`config.mk`:
```
export PLATFORM = sky130hd
export DESIGN_NAME = ps2_mouse_packet_tracker_unit_flat
export DESIGN_NICKNAME = d
export VERILOG_FILES = /design/src/pmpt_pkg.sv /design/src/pmpt_byte_if.sv /design/src/pmpt_pos_if.sv /design/src/pmpt_axis_update.sv /design/src/ps2_mouse_packet_tracker_unit.sv /design/src/flat_wrapper.sv
export VERILOG_INCLUDE_DIRS = /design/src /design/src/src
export SDC_FILE = /design/constraint.sdc
export NUM_CORES = 1
export LEC_CHECK = 0
export BUFFER_PORTS_ARGS = -buffer_cell sky130_fd_sc_hd__buf_2
export CORE_MARGIN = 1.5
export CORE_UTILIZATION = 60
export DETAILED_ROUTE_END_ITERATION = 8
export PLACE_DENSITY = 0.84
export SETUP_SLACK_MARGIN = 0.2
export SLEW_MARGIN = 20
export SYNTH_ARGS = -nofsm -noshare
export SYNTH_HDL_FRONTEND = slang
export SYNTH_SLANG_ARGS = --single-unit
export TNS_END_PERCENT = 100
```
`constraint.sdc`:
```
create_clock -name i_clk -period 4.6 [get_ports i_clk]
set_clock_uncertainty 0.15 [all_clocks]
set_input_delay 0.23 -clock i_clk [delete_from_list [all_inputs] [get_ports i_clk]]
set_output_delay 0.23 -clock i_clk [all_outputs]
set_load 0.02 [all_outputs]
```
`src/ps2_mouse_packet_tracker_unit_defines.svh`:
```
// ---------------------------------------------------------------------------
// ps2 mouse packet tracker assertion macros
// shared concurrent assertion forms, clocked and reset-qualified
// ---------------------------------------------------------------------------
`ifndef PS2_MOUSE_PACKET_TRACKER_UNIT_DEFINES_SVH
`define PS2_MOUSE_PACKET_TRACKER_UNIT_DEFINES_SVH

// condition holds at every edge out of reset
`define PMPT_ASSERT_HOLDS(lbl, clk, rst_n, cond, msg) \
    lbl: assert property (@(posedge clk) disable iff (!rst_n) (cond)) \
        else $error(msg);

// same-cycle implication
`define PMPT_ASSERT_IMPLIES(lbl, clk, rst_n, ante, cons, msg) \
    lbl: assert property (@(posedge clk) disable iff (!rst_n) (ante) |-> (cons)) \
        else $error(msg);

// next-cycle implication
`define PMPT_ASSERT_NEXT(lbl, clk, rst_n, ante, cons, msg) \
    lbl: assert property (@(posedge clk) disable iff (!rst_n) (ante) |=> (cons)) \
        else $error(msg);

`endif

```
`src/pmpt_pkg.sv`:
```
// ---------------------------------------------------------------------------
// pmpt_pkg
// shared widths, codes and types of the ps2 mouse packet tracker
// ---------------------------------------------------------------------------
`default_nettype none

package pmpt_pkg;

    localparam int unsigned BYTE_W  = 8;
    localparam int unsigned POS_W   = 12;
    localparam int unsigned BOUND_W = 13;
    localparam int unsigned DELTA_W = 9;
    localparam int unsigned BTN_W   = 3;
    localparam int unsigned CFG_IDX_W = 1;

    // first byte layout
    localparam int unsigned SYNC_BIT   = 3;
    localparam int unsigned X_SIGN_BIT = 4;
    localparam int unsigned Y_SIGN_BIT = 5;

    localparam logic [BOUND_W-1:0] WIDTH_RST  = BOUND_W'(1024);
    localparam logic [BOUND_W-1:0] HEIGHT_RST = BOUND_W'(768);

    typedef enum logic [CFG_IDX_W-1:0] {
        CFG_SCREEN_WIDTH  = 1'b0,
        CFG_SCREEN_HEIGHT = 1'b1
    } t_cfg_reg;

    // position within the three-byte packet
    typedef enum logic [2:0] {
        PH_FIRST  = 3'b001,
        PH_SECOND = 3'b010,
        PH_THIRD  = 3'b100
    } t_pkt_phase;

    // one axis update request
    typedef struct packed {
        logic [POS_W-1:0]   ptr;
        logic [DELTA_W-1:0] delta;
        logic               sub;
        logic [BOUND_W-1:0] bound;
    } t_axis_req;

endpackage

`default_nettype wire

```
`src/pmpt_byte_if.sv`:
```
// ---------------------------------------------------------------------------
// pmpt_byte_if
// channel carrying one controller byte and its auxiliary flag
// ---------------------------------------------------------------------------
`default_nettype none

interface pmpt_byte_if import pmpt_pkg::*; ();

    logic              valid;
    logic              ready;
    logic              aux_flag;
    logic [BYTE_W-1:0] data_byte;

    modport source (output valid, output aux_flag, output data_byte, input ready);
    modport sink   (input valid, input aux_flag, input data_byte, output ready);

endinterface

`default_nettype wire

```
`src/pmpt_pos_if.sv`:
```
// ---------------------------------------------------------------------------
// pmpt_pos_if
// channel carrying pointer position and button state
// ---------------------------------------------------------------------------
`default_nettype none

interface pmpt_pos_if import pmpt_pkg::*; ();

    logic             valid;
    logic             ready;
    logic [POS_W-1:0] x_position;
    logic [POS_W-1:0] y_position;
    logic [BTN_W-1:0] button_bits;

    modport source (output valid, output x_position, output y_position,
                    output button_bits, input ready);
    modport sink   (input valid, input x_position, input y_position,
                    input button_bits, output ready);

endinterface

`default_nettype wire

```
`src/pmpt_axis_update.sv`:
```
// ---------------------------------------------------------------------------
// pmpt_axis_update
// adds or subtracts a nine-bit delta and clamps to zero .. bound minus one
// ---------------------------------------------------------------------------
`default_nettype none

module pmpt_axis_update import pmpt_pkg::*; (
    input  var t_axis_req        i_req,
    output logic [POS_W-1:0]     o_pos
);

    localparam int unsigned SUM_W = POS_W + 2;

    logic [SUM_W-1:0] delta_ext;
    logic [SUM_W-1:0] sum;
    logic [POS_W-1:0] limit;

    // sign-extend the delta, negate for the downward axis
    assign delta_ext = {{(SUM_W-DELTA_W){i_req.delta[DELTA_W-1]}}, i_req.delta};
    assign sum = i_req.sub ? ({2'b00, i_req.ptr} - delta_ext)
                           : ({2'b00, i_req.ptr} + delta_ext);

    // zero bound acts as one, anything above 4096 saturates
    always_comb begin
        if (i_req.bound == '0) begin
            limit = '0;
        end else if (i_req.bound[BOUND_W-1]) begin
            limit = '1;
        end else begin
            limit = i_req.bound[POS_W-1:0] - POS_W'(1);
        end
    end

    always_comb begin
        if (sum[SUM_W-1]) begin
            o_pos = '0;
        end else if (sum[SUM_W-2:0] > {1'b0, limit}) begin
            o_pos = limit;
        end else begin
            o_pos = sum[POS_W-1:0];
        end
    end

endmodule

`default_nettype wire

```
`src/ps2_mouse_packet_tracker_unit.sv`:
```
// ---------------------------------------------------------------------------
// ps2_mouse_packet_tracker_unit
// gathers flagged controller bytes into mouse packets and tracks the pointer
// ---------------------------------------------------------------------------
//
//  port      dir   word                              handshake
//  i_byte    in    aux_flag, data_byte               valid / ready
//  o_pos     out   x_position, y_position, buttons   valid / ready
//  i_cfg_*   in    screen bound write (idx 0 w, 1 h) write enable only
//
//  one word accepted per cycle unless the result stalls; a word passes an
//  input register, then packet state, pointer and result slot load together
//  the pointer update is one add and one clamp compare per axis
//  i_rst_n is synchronous, active low; it clears the packet phase, pointer
//  and both valid flags and loads the default 1024 x 768 bounds
//  a stalled result holds back the input register, so every word waits
//  while the result slot is full and not taken, whether it makes a result or not
//
`default_nettype none
`include "ps2_mouse_packet_tracker_unit_defines.svh"

module ps2_mouse_packet_tracker_unit import pmpt_pkg::*; (
    input  logic                 i_clk,
    input  logic                 i_rst_n,
    pmpt_byte_if.sink            i_byte,
    pmpt_pos_if.source           o_pos,
    input  logic                 i_cfg_we,
    input  logic [CFG_IDX_W-1:0] i_cfg_idx,
    input  logic [BOUND_W-1:0]   i_cfg_data
);

    // configuration
    logic [BOUND_W-1:0] r_width;
    logic [BOUND_W-1:0] r_height;

    // input register
    logic              r_in_valid;
    logic              r_in_aux;
    logic [BYTE_W-1:0] r_in_data;

    // packet state
    t_pkt_phase        r_phase,  n_phase;
    logic [BYTE_W-1:0] r_first,  n_first;
    logic [BYTE_W-1:0] r_second, n_second;
    logic [POS_W-1:0]  r_ptr_x,  n_ptr_x;
    logic [POS_W-1:0]  r_ptr_y,  n_ptr_y;

    // result register
    logic             r_out_valid;
    logic [POS_W-1:0] r_out_x;
    logic [POS_W-1:0] r_out_y;
    logic [BTN_W-1:0] r_out_btn;

    logic             out_free;
    logic             advance;
    logic             emit;
    t_axis_req        x_req;
    t_axis_req        y_req;
    logic [POS_W-1:0] new_x;
    logic [POS_W-1:0] new_y;

    // handshake: the input register moves on whenever the result slot is free
    assign out_free     = !r_out_valid || o_pos.ready;
    assign advance      = r_in_valid && out_free;
    assign i_byte.ready = !r_in_valid || advance;

    // bound writes
    always_ff @(posedge i_clk) begin
        if (!i_rst_n) begin
            r_width  <= WIDTH_RST;
            r_height <= HEIGHT_RST;
        end else if (i_cfg_we) begin
            case (t_cfg_reg'(i_cfg_idx))
                CFG_SCREEN_WIDTH:  r_width  <= i_cfg_data;
                CFG_SCREEN_HEIGHT: r_height <= i_cfg_data;
                default: ;
            endcase
        end
    end

    // input register
    always_ff @(posedge i_clk) begin
        if (!i_rst_n) begin
            r_in_valid <= 1'b0;
        end else if (i_byte.ready) begin
            r_in_valid <= i_byte.valid;
        end
    end

    always_ff @(posedge i_clk) begin
        if (i_byte.valid && i_byte.ready) begin
            r_in_aux  <= i_byte.aux_flag;
            r_in_data <= i_byte.data_byte;
        end
    end

    // axis updates: x adds its delta, y subtracts (screen y grows downward)
    assign x_req = '{ptr:   r_ptr_x,
                     delta: {r_first[X_SIGN_BIT], r_second},
                     sub:   1'b0,
                     bound: r_width};
    assign y_req = '{ptr:   r_ptr_y,
                     delta: {r_first[Y_SIGN_BIT], r_in_data},
                     sub:   1'b1,
                     bound: r_height};

    pmpt_axis_update u_axis_x (
        .i_req (x_req),
        .o_pos (new_x)
    );

    pmpt_axis_update u_axis_y (
        .i_req (y_req),
        .o_pos (new_y)
    );

    // packet sequencing; a third byte whose packet lacks the sync bit is dropped
    always_comb begin
        n_phase  = r_phase;
        n_first  = r_first;
        n_second = r_second;
        n_ptr_x  = r_ptr_x;
        n_ptr_y  = r_ptr_y;
        emit     = 1'b0;
        if (advance && r_in_aux) begin
            case (r_phase)
                PH_SECOND: begin
                    n_second = r_in_data;
                    n_phase  = PH_THIRD;
                end
                PH_THIRD: begin
                    n_phase = PH_FIRST;
                    if (r_first[SYNC_BIT]) begin
                        n_ptr_x = new_x;
                        n_ptr_y = new_y;
                        emit    = 1'b1;
                    end
                end
                default: begin
                    n_first = r_in_data;
                    n_phase = PH_SECOND;
                end
            endcase
        end
    end

    always_ff @(posedge i_clk) begin
        if (!i_rst_n) begin
            r_phase  <= PH_FIRST;
            r_first  <= '0;
            r_second <= '0;
            r_ptr_x  <= '0;
            r_ptr_y  <= '0;
        end else begin
            r_phase  <= n_phase;
            r_first  <= n_first;
            r_second <= n_second;
            r_ptr_x  <= n_ptr_x;
            r_ptr_y  <= n_ptr_y;
        end
    end

    // result register
    always_ff @(posedge i_clk) begin
        if (!i_rst_n) begin
            r_out_valid <= 1'b0;
        end else if (emit) begin
            r_out_valid <= 1'b1;
        end else if (o_pos.ready) begin
            r_out_valid <= 1'b0;
        end
    end

    always_ff @(posedge i_clk) begin
        if (emit) begin
            r_out_x   <= new_x;
            r_out_y   <= new_y;
            r_out_btn <= r_first[BTN_W-1:0];
        end
    end

    assign o_pos.valid       = r_out_valid;
    assign o_pos.x_position  = r_out_x;
    assign o_pos.y_position  = r_out_y;
    assign o_pos.button_bits = r_out_btn;

    // a completed valid packet always lands in the result slot
    `PMPT_ASSERT_NEXT(a_emit_lands, i_clk, i_rst_n, emit, r_out_valid, "packet result lost")

    // a pending result always reflects the current pointer
    `PMPT_ASSERT_IMPLIES(a_out_tracks_ptr, i_clk, i_rst_n, r_out_valid,
        (r_out_x == r_ptr_x) && (r_out_y == r_ptr_y), "result differs from pointer")

    // words without the aux flag leave the packet state alone
    `PMPT_ASSERT_NEXT(a_non_aux_ignored, i_clk, i_rst_n, advance && !r_in_aux,
        (r_phase == $past(r_phase)) && (r_ptr_x == $past(r_ptr_x)), "non-aux word changed state")

    // a packet without the sync bit moves nothing
    `PMPT_ASSERT_NEXT(a_drop_keeps_ptr, i_clk, i_rst_n,
        advance && r_in_aux && (r_phase == PH_THIRD) && !r_first[SYNC_BIT],
        (r_ptr_x == $past(r_ptr_x)) && (r_ptr_y == $past(r_ptr_y)) && (r_phase == PH_FIRST),
        "dropped packet moved pointer")

endmodule

`default_nettype wire
```
`src/flat_wrapper.sv`:
```
// flat-port wrapper written by rule: the top's interface ports become plain ports
module ps2_mouse_packet_tracker_unit_flat import pmpt_pkg::*;
  (i_clk, i_rst_n, i_cfg_we, i_cfg_idx, i_cfg_data, i_byte_valid, i_byte_aux_flag, i_byte_data_byte, i_byte_ready, o_pos_valid, o_pos_x_position, o_pos_y_position, o_pos_button_bits, o_pos_ready);
  pmpt_byte_if i_byte_i ();
  pmpt_pos_if o_pos_i ();
  input  logic i_clk;
  input  logic i_rst_n;
  input  logic i_cfg_we;
  input  logic [CFG_IDX_W-1:0] i_cfg_idx;
  input  logic [BOUND_W-1:0] i_cfg_data;
  input wire logic [$bits(i_byte_i.valid)-1:0] i_byte_valid;
  input wire logic [$bits(i_byte_i.aux_flag)-1:0] i_byte_aux_flag;
  input wire logic [$bits(i_byte_i.data_byte)-1:0] i_byte_data_byte;
  output wire logic [$bits(i_byte_i.ready)-1:0] i_byte_ready;
  output wire logic [$bits(o_pos_i.valid)-1:0] o_pos_valid;
  output wire logic [$bits(o_pos_i.x_position)-1:0] o_pos_x_position;
  output wire logic [$bits(o_pos_i.y_position)-1:0] o_pos_y_position;
  output wire logic [$bits(o_pos_i.button_bits)-1:0] o_pos_button_bits;
  input wire logic [$bits(o_pos_i.ready)-1:0] o_pos_ready;
  assign i_byte_i.valid = i_byte_valid;
  assign i_byte_i.aux_flag = i_byte_aux_flag;
  assign i_byte_i.data_byte = i_byte_data_byte;
  assign i_byte_ready = i_byte_i.ready;
  assign o_pos_valid = o_pos_i.valid;
  assign o_pos_x_position = o_pos_i.x_position;
  assign o_pos_y_position = o_pos_i.y_position;
  assign o_pos_button_bits = o_pos_i.button_bits;
  assign o_pos_i.ready = o_pos_ready;
  ps2_mouse_packet_tracker_unit u_core (.i_clk(i_clk), .i_rst_n(i_rst_n), .i_byte(i_byte_i), .o_pos(o_pos_i), .i_cfg_we(i_cfg_we), .i_cfg_idx(i_cfg_idx), .i_cfg_data(i_cfg_data));
endmodule
```
=== Word level (Yosys, flattened, before mapping) ===
Cells that the tools add are included.

* Logic and storage cells: 54
* Flip-flop bits (word level): 105
* Input port bits: 28
* Output and inout port bits: 29

* $add $sub $neg: 4
* Magnitude comparators: 2
* Equal/unequal tests: 2
* Bitwise gates (word level): 2
* Mux-type cells: 14
* Reduce and logical (&&, ||, !) cells: 16

{| class="wikitable"
|+ Operator list
! kind !! number
|-
| two-way mux 12 bit || 8
|-
| > comparator 13 x 12 -> 1 bit || 2
|-
| logical NOT 13 bit || 2
|-
| subtractor 12 x 1 -> 12 bit, second input constant || 2
|-
| adder 13 x 9 -> 14 bit || 1
|-
| subtractor 13 x 9 -> 14 bit || 1
|-
| AND reduction 2 bit || 4
|-
| one-hot mux 3 bit (2 select lines) || 1
|-
| two-way mux 1 bit || 5
|-
| == test 3 x 2 -> 1 bit, second input constant || 1
|-
| == test 3 bit, second input constant || 1
|-
| logical AND 1 bit || 3
|-
| AND reduction 3 bit || 1
|-
| logical NOT 1 bit || 2
|-
| logical OR 1 bit || 2
|-
| NOT 1 bit || 2
|-
| nonzero test 2 bit || 1
|-
| OR reduction 2 bit || 1
|}

=== Longest topological paths before layout ===
* Word-level depth: 6
* Depth in mapped cells: 17

=== Cells and area by module ===
Synthesis repeated with hierarchy kept, for this count alone.

* Cell total of the unflattened synthesis: 822
* Area, all modules: 7,425.9 um2

{| class="wikitable"
|+ Modules (own cells, without submodules)
! module !! sequential area each (um2) !! instances !! area each (um2) !! cells each
|-
| ps2_mouse_packet_tracker_unit || 2,462.4 || 1 || 3,832.4 || 342
|-
| pmpt_axis_update || 0.0 || 2 || 1,796.7 || 240
|}

=== Worst setup path after synthesis ===
OpenSTA, ideal clock, no wires.

* Kind: reg2reg
* From: reg u_core.r_out_valid, in the netlist u_core.o_pos.valid
* To: reg u_core.r_ptr_y[10]
* Period minus slack after synthesis: 3.824 ns
* Path slack: 0.776 ns
* Setup time: 0.074 ns
* Buffers on the path: 1
* Cell stages (with the launch flop): 8
* Arrival time: 3.599 ns
* Cells stage by stage: dfxtp_1 -> nor2b_1 -> nand3b_1 -> nor3_1 -> nand2_1 -> or2_1 -> buf_2 -> o21ai_0

* Cells in the longest elaborated chain, start to end: 5

{| class="wikitable"
|+ Ends and longest elaborated chain
! what !! RTL line !! text
|-
| from (decl) || ps2_mouse_packet_tracker_unit.sv:49 || <nowiki>logic r_out_valid;</nowiki>
|-
| from (signal assigned) || ps2_mouse_packet_tracker_unit.sv:166 || <nowiki>r_out_valid <= 1'b0;</nowiki>
|-
| from (signal assigned) || ps2_mouse_packet_tracker_unit.sv:168 || <nowiki>r_out_valid <= 1'b1;</nowiki>
|-
| from (signal assigned) || ps2_mouse_packet_tracker_unit.sv:170 || <nowiki>r_out_valid <= 1'b0;</nowiki>
|-
| logical NOT 1 bit || ps2_mouse_packet_tracker_unit.sv:63 || <nowiki>assign out_free = !r_out_valid || o_pos.ready;</nowiki>
|-
| logical OR 1 bit || ps2_mouse_packet_tracker_unit.sv:63 ||
|-
| logical AND 1 bit || ps2_mouse_packet_tracker_unit.sv:64 || <nowiki>assign advance = r_in_valid && out_free;</nowiki>
|-
| logical AND 1 bit || ps2_mouse_packet_tracker_unit.sv:125 || <nowiki>if (advance && r_in_aux) begin</nowiki>
|-
| AND reduction 3 bit (no line) || - ||
|-
| to (signal assigned) || ps2_mouse_packet_tracker_unit.sv:159 || <nowiki>r_ptr_y <= n_ptr_y;</nowiki>
|-
| to (decl) || ps2_mouse_packet_tracker_unit.sv:46 || <nowiki>logic [POS_W-1:0] r_ptr_y, n_ptr_y;</nowiki>
|}

Every way passes these cells.
A chain may end at the register's enable or synchronous reset.

=== Worst setup path after layout ===
* From: reg u_core.r_ptr_x[0]
* To: reg u_core.r_out_x[1], in the netlist u_core.o_pos.x_position[1], data pin

* Cells in the longest elaborated chain, start to end: 4

{| class="wikitable"
|+ Ends and longest elaborated chain
! what !! RTL line !! text
|-
| from (decl) || ps2_mouse_packet_tracker_unit.sv:45 || <nowiki>logic [POS_W-1:0] r_ptr_x, n_ptr_x;</nowiki>
|-
| from (signal assigned) || ps2_mouse_packet_tracker_unit.sv:158 || <nowiki>r_ptr_x <= n_ptr_x;</nowiki>
|-
| adder 13 x 9 -> 14 bit * || pmpt_axis_update.sv:21 || <nowiki>: ({2'b00, i_req.ptr} + delta_ext);</nowiki>
|-
| > comparator 13 x 12 -> 1 bit || pmpt_axis_update.sv:37 || <nowiki>end else if (sum[SUM_W-2:0] > {1'b0, limit}) begin</nowiki>
|-
| two-way mux 12 bit || pmpt_axis_update.sv:37 ||
|-
| two-way mux 12 bit * || pmpt_axis_update.sv:35 || <nowiki>if (sum[SUM_W-1]) begin</nowiki>
|-
| via u_core.new_x[1] || ps2_mouse_packet_tracker_unit.sv:59 || <nowiki>logic [POS_W-1:0] new_x;</nowiki>
|-
| to (signal assigned) || ps2_mouse_packet_tracker_unit.sv:176 || <nowiki>r_out_x <= new_x;</nowiki>
|-
| to (decl) || ps2_mouse_packet_tracker_unit.sv:50 || <nowiki>logic [POS_W-1:0] r_out_x;</nowiki>
|}

Mark *: on every way through the listed nets, which the timed path passes. The rest lies on a longest branch.

==> metrics.txt <==
# TYPE chip_impl_metric gauge
chip_impl_info{name="run_status",value="complete, no violations"} 1
chip_impl_metric{name="cellLeakagePower",unit="nW"} 3.173
chip_impl_info{name="timing_startpoint_of_the_critical_path",value="u_core.r_ptr_x[0]$_SDFFE_PN0P_"} 1
chip_impl_metric{name="first_global_vias",unit=""} 5306
chip_impl_info{name="worstSetupStartpointType",value="flip-flop"} 1
chip_impl_metric{name="whs_path_depth",unit=""} 3
chip_impl_metric{name="r2r.worst_path.cells",unit=""} 17
chip_impl_metric{name="synth_warn",unit=""} 0
chip_impl_metric{name="die_h",unit="µm"} 105.9
chip_impl_info{name="hp-class",value="input pin to flip-flop"} 1
chip_impl_info{name="hold_path.startpoint",value="o_pos_ready"} 1
chip_impl_metric{name="core-area",unit="µm²"} 10320
chip_impl_metric{name="route.vias.total",unit=""} 5466
chip_impl_metric{name="initial_core_util",unit="%"} 61.58
chip_impl_metric{name="horizontal_die_dimension",unit="µm"} 105.9
chip_impl_metric{name="timing.final.setup_violations",unit=""} 0
chip_impl_metric{name="worstSkewPairLatency",unit="ns"} 0.39
chip_impl_metric{name="min_period_over_period",unit="%"} 91.30
chip_impl_info{name="r2r-end",value="u_core.o_pos.x_position[1]$_DFFE_PP_"} 1
chip_impl_metric{name="filler_cell_count_in_the_final_layout",unit=""} 789
chip_impl_metric{name="cts_max_path_buffers",unit=""} 2
chip_impl_metric{name="overflow",unit=""} 0
chip_impl_metric{name="synth_sequential_area_ratio",unit="%"} 38.73
chip_impl_info{name="synth.largest_area_cell",value="sky130_fd_sc_hd__dfxtp_1"} 1
chip_impl_metric{name="cts.sinks",unit=""} 105
chip_impl_metric{name="die_area",unit="µm²"} 11220
chip_impl_metric{name="finalWirelength",unit="mm"} 15.68
chip_impl_metric{name="synth.net_count",unit=""} 802
chip_impl_metric{name="antenna_cells_inserted",unit=""} 0
chip_impl_metric{name="worst_ep_arrival_time",unit="ns"} 4.30
chip_impl_metric{name="finalCriticalPeriod",unit="ns"} 4.200
chip_impl_metric{name="clk_pin_slew_worst_setup_hold_paths",unit="ns"} 0.09
chip_impl_metric{name="yosys.cell_types.count",unit=""} 55
chip_impl_metric{name="route.detailed.vias_per_inst",unit=""} 5.840
chip_impl_metric{name="gr-usage-all-layers",unit="%"} 28.64
chip_impl_metric{name="critPathRequiredTime",unit="ns"} 4.70
chip_impl_metric{name="synth_edf_count",unit=""} 36
chip_impl_metric{name="r2r_setup_slack",unit="ns"} 0.40
chip_impl_metric{name="detailedPlacementHpwl",unit="mm"} 11.36
chip_impl_metric{name="p_per_area",unit="nW/µm²"} 277.1
chip_impl_info{name="worstSetupEndpointType",value="flip-flop"} 1
chip_impl_info{name="predominant_post_synthesis_flop_cell",value="sky130_fd_sc_hd__dfxtp_1"} 1
chip_impl_metric{name="ys_ff_latch",unit=""} 105
chip_impl_metric{name="largest_net_degree_at_the_start_of_global_routing",unit=""} 48
chip_impl_metric{name="max_slew_headroom_at_the_worst_pin",unit="%"} 31.93
chip_impl_metric{name="asyncSetResetFlopFracSynth",unit="%"} 0
chip_impl_metric{name="wire_length_of_the_first_global_routing_pass",unit="mm"} 25.20
chip_impl_metric{name="synth.cell_area",unit="µm²"} 6357
chip_impl_info{name="yosysMostFrequentCell",value="sky130_fd_sc_hd__nand2_1"} 1
chip_impl_metric{name="yosys.area.top_type_share",unit="%"} 21.73
chip_impl_metric{name="route.detailed.wl_per_inst",unit="µm"} 16.75
chip_impl_metric{name="post-route-drc-count",unit=""} 0
chip_impl_info{name="rsz0062_at_grt",value="false"} 1
chip_impl_info{name="synth.top_cells.by_area",value="sky130_fd_sc_hd__dfxtp_1 (22%), sky130_fd_sc_hd__edfxtp_1 (17%), sky130_fd_sc_hd__ha_1 (11%)"} 1
chip_impl_metric{name="max-vdd-ir-drop",unit="V"} 0.0002473
chip_impl_metric{name="placementRows",unit=""} 37
chip_impl_metric{name="cts-htree-levels",unit=""} 3
chip_impl_info{name="timing.rr.start",value="u_core.r_ptr_x[0]$_SDFFE_PN0P_"} 1
chip_impl_info{name="worstSetupPathType",value="flip-flop to flip-flop"} 1
chip_impl_metric{name="num-nets-final",unit=""} 879
chip_impl_metric{name="max_freq",unit="GHz"} 0.2381
chip_impl_metric{name="tightest_slew",unit="ns"} 1.019
chip_impl_metric{name="number_of_antenna_violations_at_the_first_check_in_global_routing",unit=""} 0
chip_impl_metric{name="postRouteAntennaNets",unit=""} 0
chip_impl_metric{name="finalSetupTns",unit="ns"} 0
chip_impl_metric{name="timing.hold.ws",unit="ns"} 0.07078
chip_impl_info{name="min_to",value="u_core.o_pos.valid$_SDFFE_PN0P_"} 1
chip_impl_metric{name="drtPass1Iterations",unit=""} 5
chip_impl_metric{name="cap_violations",unit=""} 0
chip_impl_info{name="cts_tree",value="yes"} 1
chip_impl_metric{name="placement.io_buffers",unit=""} 56
chip_impl_metric{name="pin_count",unit=""} 57
chip_impl_info{name="netlist_top_cells_count",value="sky130_fd_sc_hd__nand2_1 (106), sky130_fd_sc_hd__dfxtp_1 (69), sky130_fd_sc_hd__nor2_1 (67), sky130_fd_sc_hd__ha_1 (54), sky130_fd_sc_hd__inv_1 (45)"} 1
chip_impl_info{name="cts-root-buf",value="sky130_fd_sc_hd__clkbuf_8"} 1
chip_impl_metric{name="syn-instance-count",unit=""} 718
chip_impl_metric{name="layout-drive-gt1-share",unit="%"} 13.75
chip_impl_metric{name="final-hold-violation-count",unit=""} 0
chip_impl_metric{name="timing.final.max_slew_violations",unit=""} 0
chip_impl_metric{name="cts_inserted_buffers",unit=""} 9
chip_impl_metric{name="synthToLayoutAreaGrowth",unit="%"} 14.84
chip_impl_metric{name="drt_iter0_markers",unit=""} 380
chip_impl_metric{name="place_congestion",unit=""} 0.9535
chip_impl_metric{name="crit_fanout",unit=""} 5
chip_impl_metric{name="syn-mean-instance-area",unit="µm²"} 8.854
==> cell type report <==
cell class,instances,area [µm²],share of cell area [%]
Clock inverter,5,80.08,1.097
Inverter,45,168.9,2.314
Sequential cell,105,2465,33.76
Clock buffer,11,131.4,1.799
Multi-Input combinational cell,543,3684,50.45
Tap cell,136,170.2,2.331
Timing Repair Buffer,91,601.8,8.243
==> placed cells by master (no fill, tap or decap), types with 3 or more instances in the layout <==
| cell | instances |
|---|---|
| sky130_fd_sc_hd__a2111o_1 | 3 |
| sky130_fd_sc_hd__a211oi_1 | 4 |
| sky130_fd_sc_hd__a21boi_0 | 25 |
| sky130_fd_sc_hd__a21o_1 | 6 |
| sky130_fd_sc_hd__a21oi_1 | 25 |
| sky130_fd_sc_hd__a31oi_1 | 3 |
| sky130_fd_sc_hd__and2_1 | 5 |
| sky130_fd_sc_hd__buf_2 | 57 |
| sky130_fd_sc_hd__buf_4 | 10 |
| sky130_fd_sc_hd__clkbuf_8 | 9 |
| sky130_fd_sc_hd__dfxtp_1 | 67 |
| sky130_fd_sc_hd__dlygate4sd3_1 | 23 |
| sky130_fd_sc_hd__edfxtp_1 | 36 |
| sky130_fd_sc_hd__ha_1 | 53 |
| sky130_fd_sc_hd__inv_1 | 45 |
| sky130_fd_sc_hd__mux2_2 | 6 |
| sky130_fd_sc_hd__mux2i_1 | 17 |
| sky130_fd_sc_hd__mux2i_2 | 8 |
| sky130_fd_sc_hd__nand2_1 | 106 |
| sky130_fd_sc_hd__nand2b_1 | 6 |
| sky130_fd_sc_hd__nand3_1 | 8 |
| sky130_fd_sc_hd__nand3b_1 | 3 |
| sky130_fd_sc_hd__nand4_1 | 7 |
| sky130_fd_sc_hd__nor2_1 | 67 |
| sky130_fd_sc_hd__nor2b_1 | 22 |
| sky130_fd_sc_hd__nor3_1 | 12 |
| sky130_fd_sc_hd__nor4_1 | 6 |
| sky130_fd_sc_hd__o21a_1 | 25 |
| sky130_fd_sc_hd__o21ai_0 | 23 |
| sky130_fd_sc_hd__o21ai_1 | 19 |
| sky130_fd_sc_hd__o31a_1 | 3 |
| sky130_fd_sc_hd__o31ai_1 | 5 |
| sky130_fd_sc_hd__or4_1 | 3 |
| sky130_fd_sc_hd__xnor2_1 | 20 |
| sky130_fd_sc_hd__xor2_1 | 14 |
==> metrics by stage <==
stage	worst slack (ns)	util, %	cell area (µm²)	power, W	std cells
CTS	0.2323	69.69	7194	0.002001	930
finish	0.4004	70.72	7301	0.002023	936
global placement	0.3677	65.41	6753	0.001363	891
global route	0.1639	70.72	7301	0.002109	936
floorplan	0.7763	-	6357	0.001285	718
detailed placement	0.2667	65.41	6753	0.001382	891
==> how the worst max path moves through the flow <==
stage,end,cells after the start
2_1_floorplan,u_core.r_ptr_y[10]$_SDFFE_PN0P_,7
3_3_place_gp,u_core.o_pos.x_position[0]$_DFFE_PP_,16
3_5_place_dp,u_core.o_pos.x_position[0]$_DFFE_PP_,16
4_1_cts,u_core.o_pos.x_position[0]$_DFFE_PP_,16
5_1_grt,u_core.o_pos.x_position[0]$_DFFE_PP_,16
6_report,u_core.o_pos.x_position[1]$_DFFE_PP_,17
==> kinds of logic after synthesis <==
kind of cell    share of synthesized area (%)
simple gates                            19.01
fa+ha+maj                               11.26
buf+inv                                 4.409
flops                                   38.73
mux                                     4.999
xor+xnor                                4.684
compound gates                          16.91
==> layer usage <==
layer,share of wire (%),track usage (%)
met1,44,37.39
met2,47,47.87
met3,6.6,5.518
met4,2.0,9.459
met5,0,0
==> power by group <==
group | total (W) | leakage, nW | switching, W | internal, W
Clock | 0.000616 | 0.101 | 0.000310 | 0.000306
Sequential | 0.00101 | 0.929 | 0.0000270 | 0.000980
Combinational | 0.000400 | 2.14 | 0.000226 | 0.000174
Total | 0.00202 | 3.17 | 0.000563 | 0.00146
==> critical path: stages, from the launching register on <==
cell	delay (ns)
sky130_fd_sc_hd__dfxtp_1	0.35
sky130_fd_sc_hd__ha_2	0.20
sky130_fd_sc_hd__inv_1	0.06
sky130_fd_sc_hd__fa_2	0.34
sky130_fd_sc_hd__nor2b_1	0.15
sky130_fd_sc_hd__o31a_2	0.19
sky130_fd_sc_hd__o211ai_2	0.13
sky130_fd_sc_hd__o21ai_1	0.16
sky130_fd_sc_hd__xor2_1	0.24
sky130_fd_sc_hd__ha_1	0.28
sky130_fd_sc_hd__a2111o_1	0.38
sky130_fd_sc_hd__a21oi_2	0.12
sky130_fd_sc_hd__a211oi_2	0.10
sky130_fd_sc_hd__nor4_4	0.40
sky130_fd_sc_hd__buf_4	0.20
sky130_fd_sc_hd__buf_6	0.13
sky130_fd_sc_hd__mux2_2	0.37
sky130_fd_sc_hd__nor2_1	0.10
==> registers in the layout, summed over array words and instances, names as in the netlist <==
name and cells:
u_core.r_in_data 8, u_core.r_phase 3, u_core.o_pos.valid 1, u_core.o_pos.x_position 12, u_core.r_ptr_x 12, u_core.r_in_valid 1, u_core.r_width 13, u_core.o_pos.y_position 12
u_core.r_first 6, u_core.r_ptr_y 12, u_core.r_in_aux 1, u_core.r_second 8, u_core.o_pos.button_bits 3, u_core.r_height 13
==> what timing repair did <==
item                                    in CTS  in global routing
endpoints found under the setup margin       0                 40
gates resized for setup                      0                 20
setup buffers                                0                  5
hold buffers                                23                  0
endpoints found under the hold margin       36                  0
Note: power is estimated with default switching activity, not from simulation.
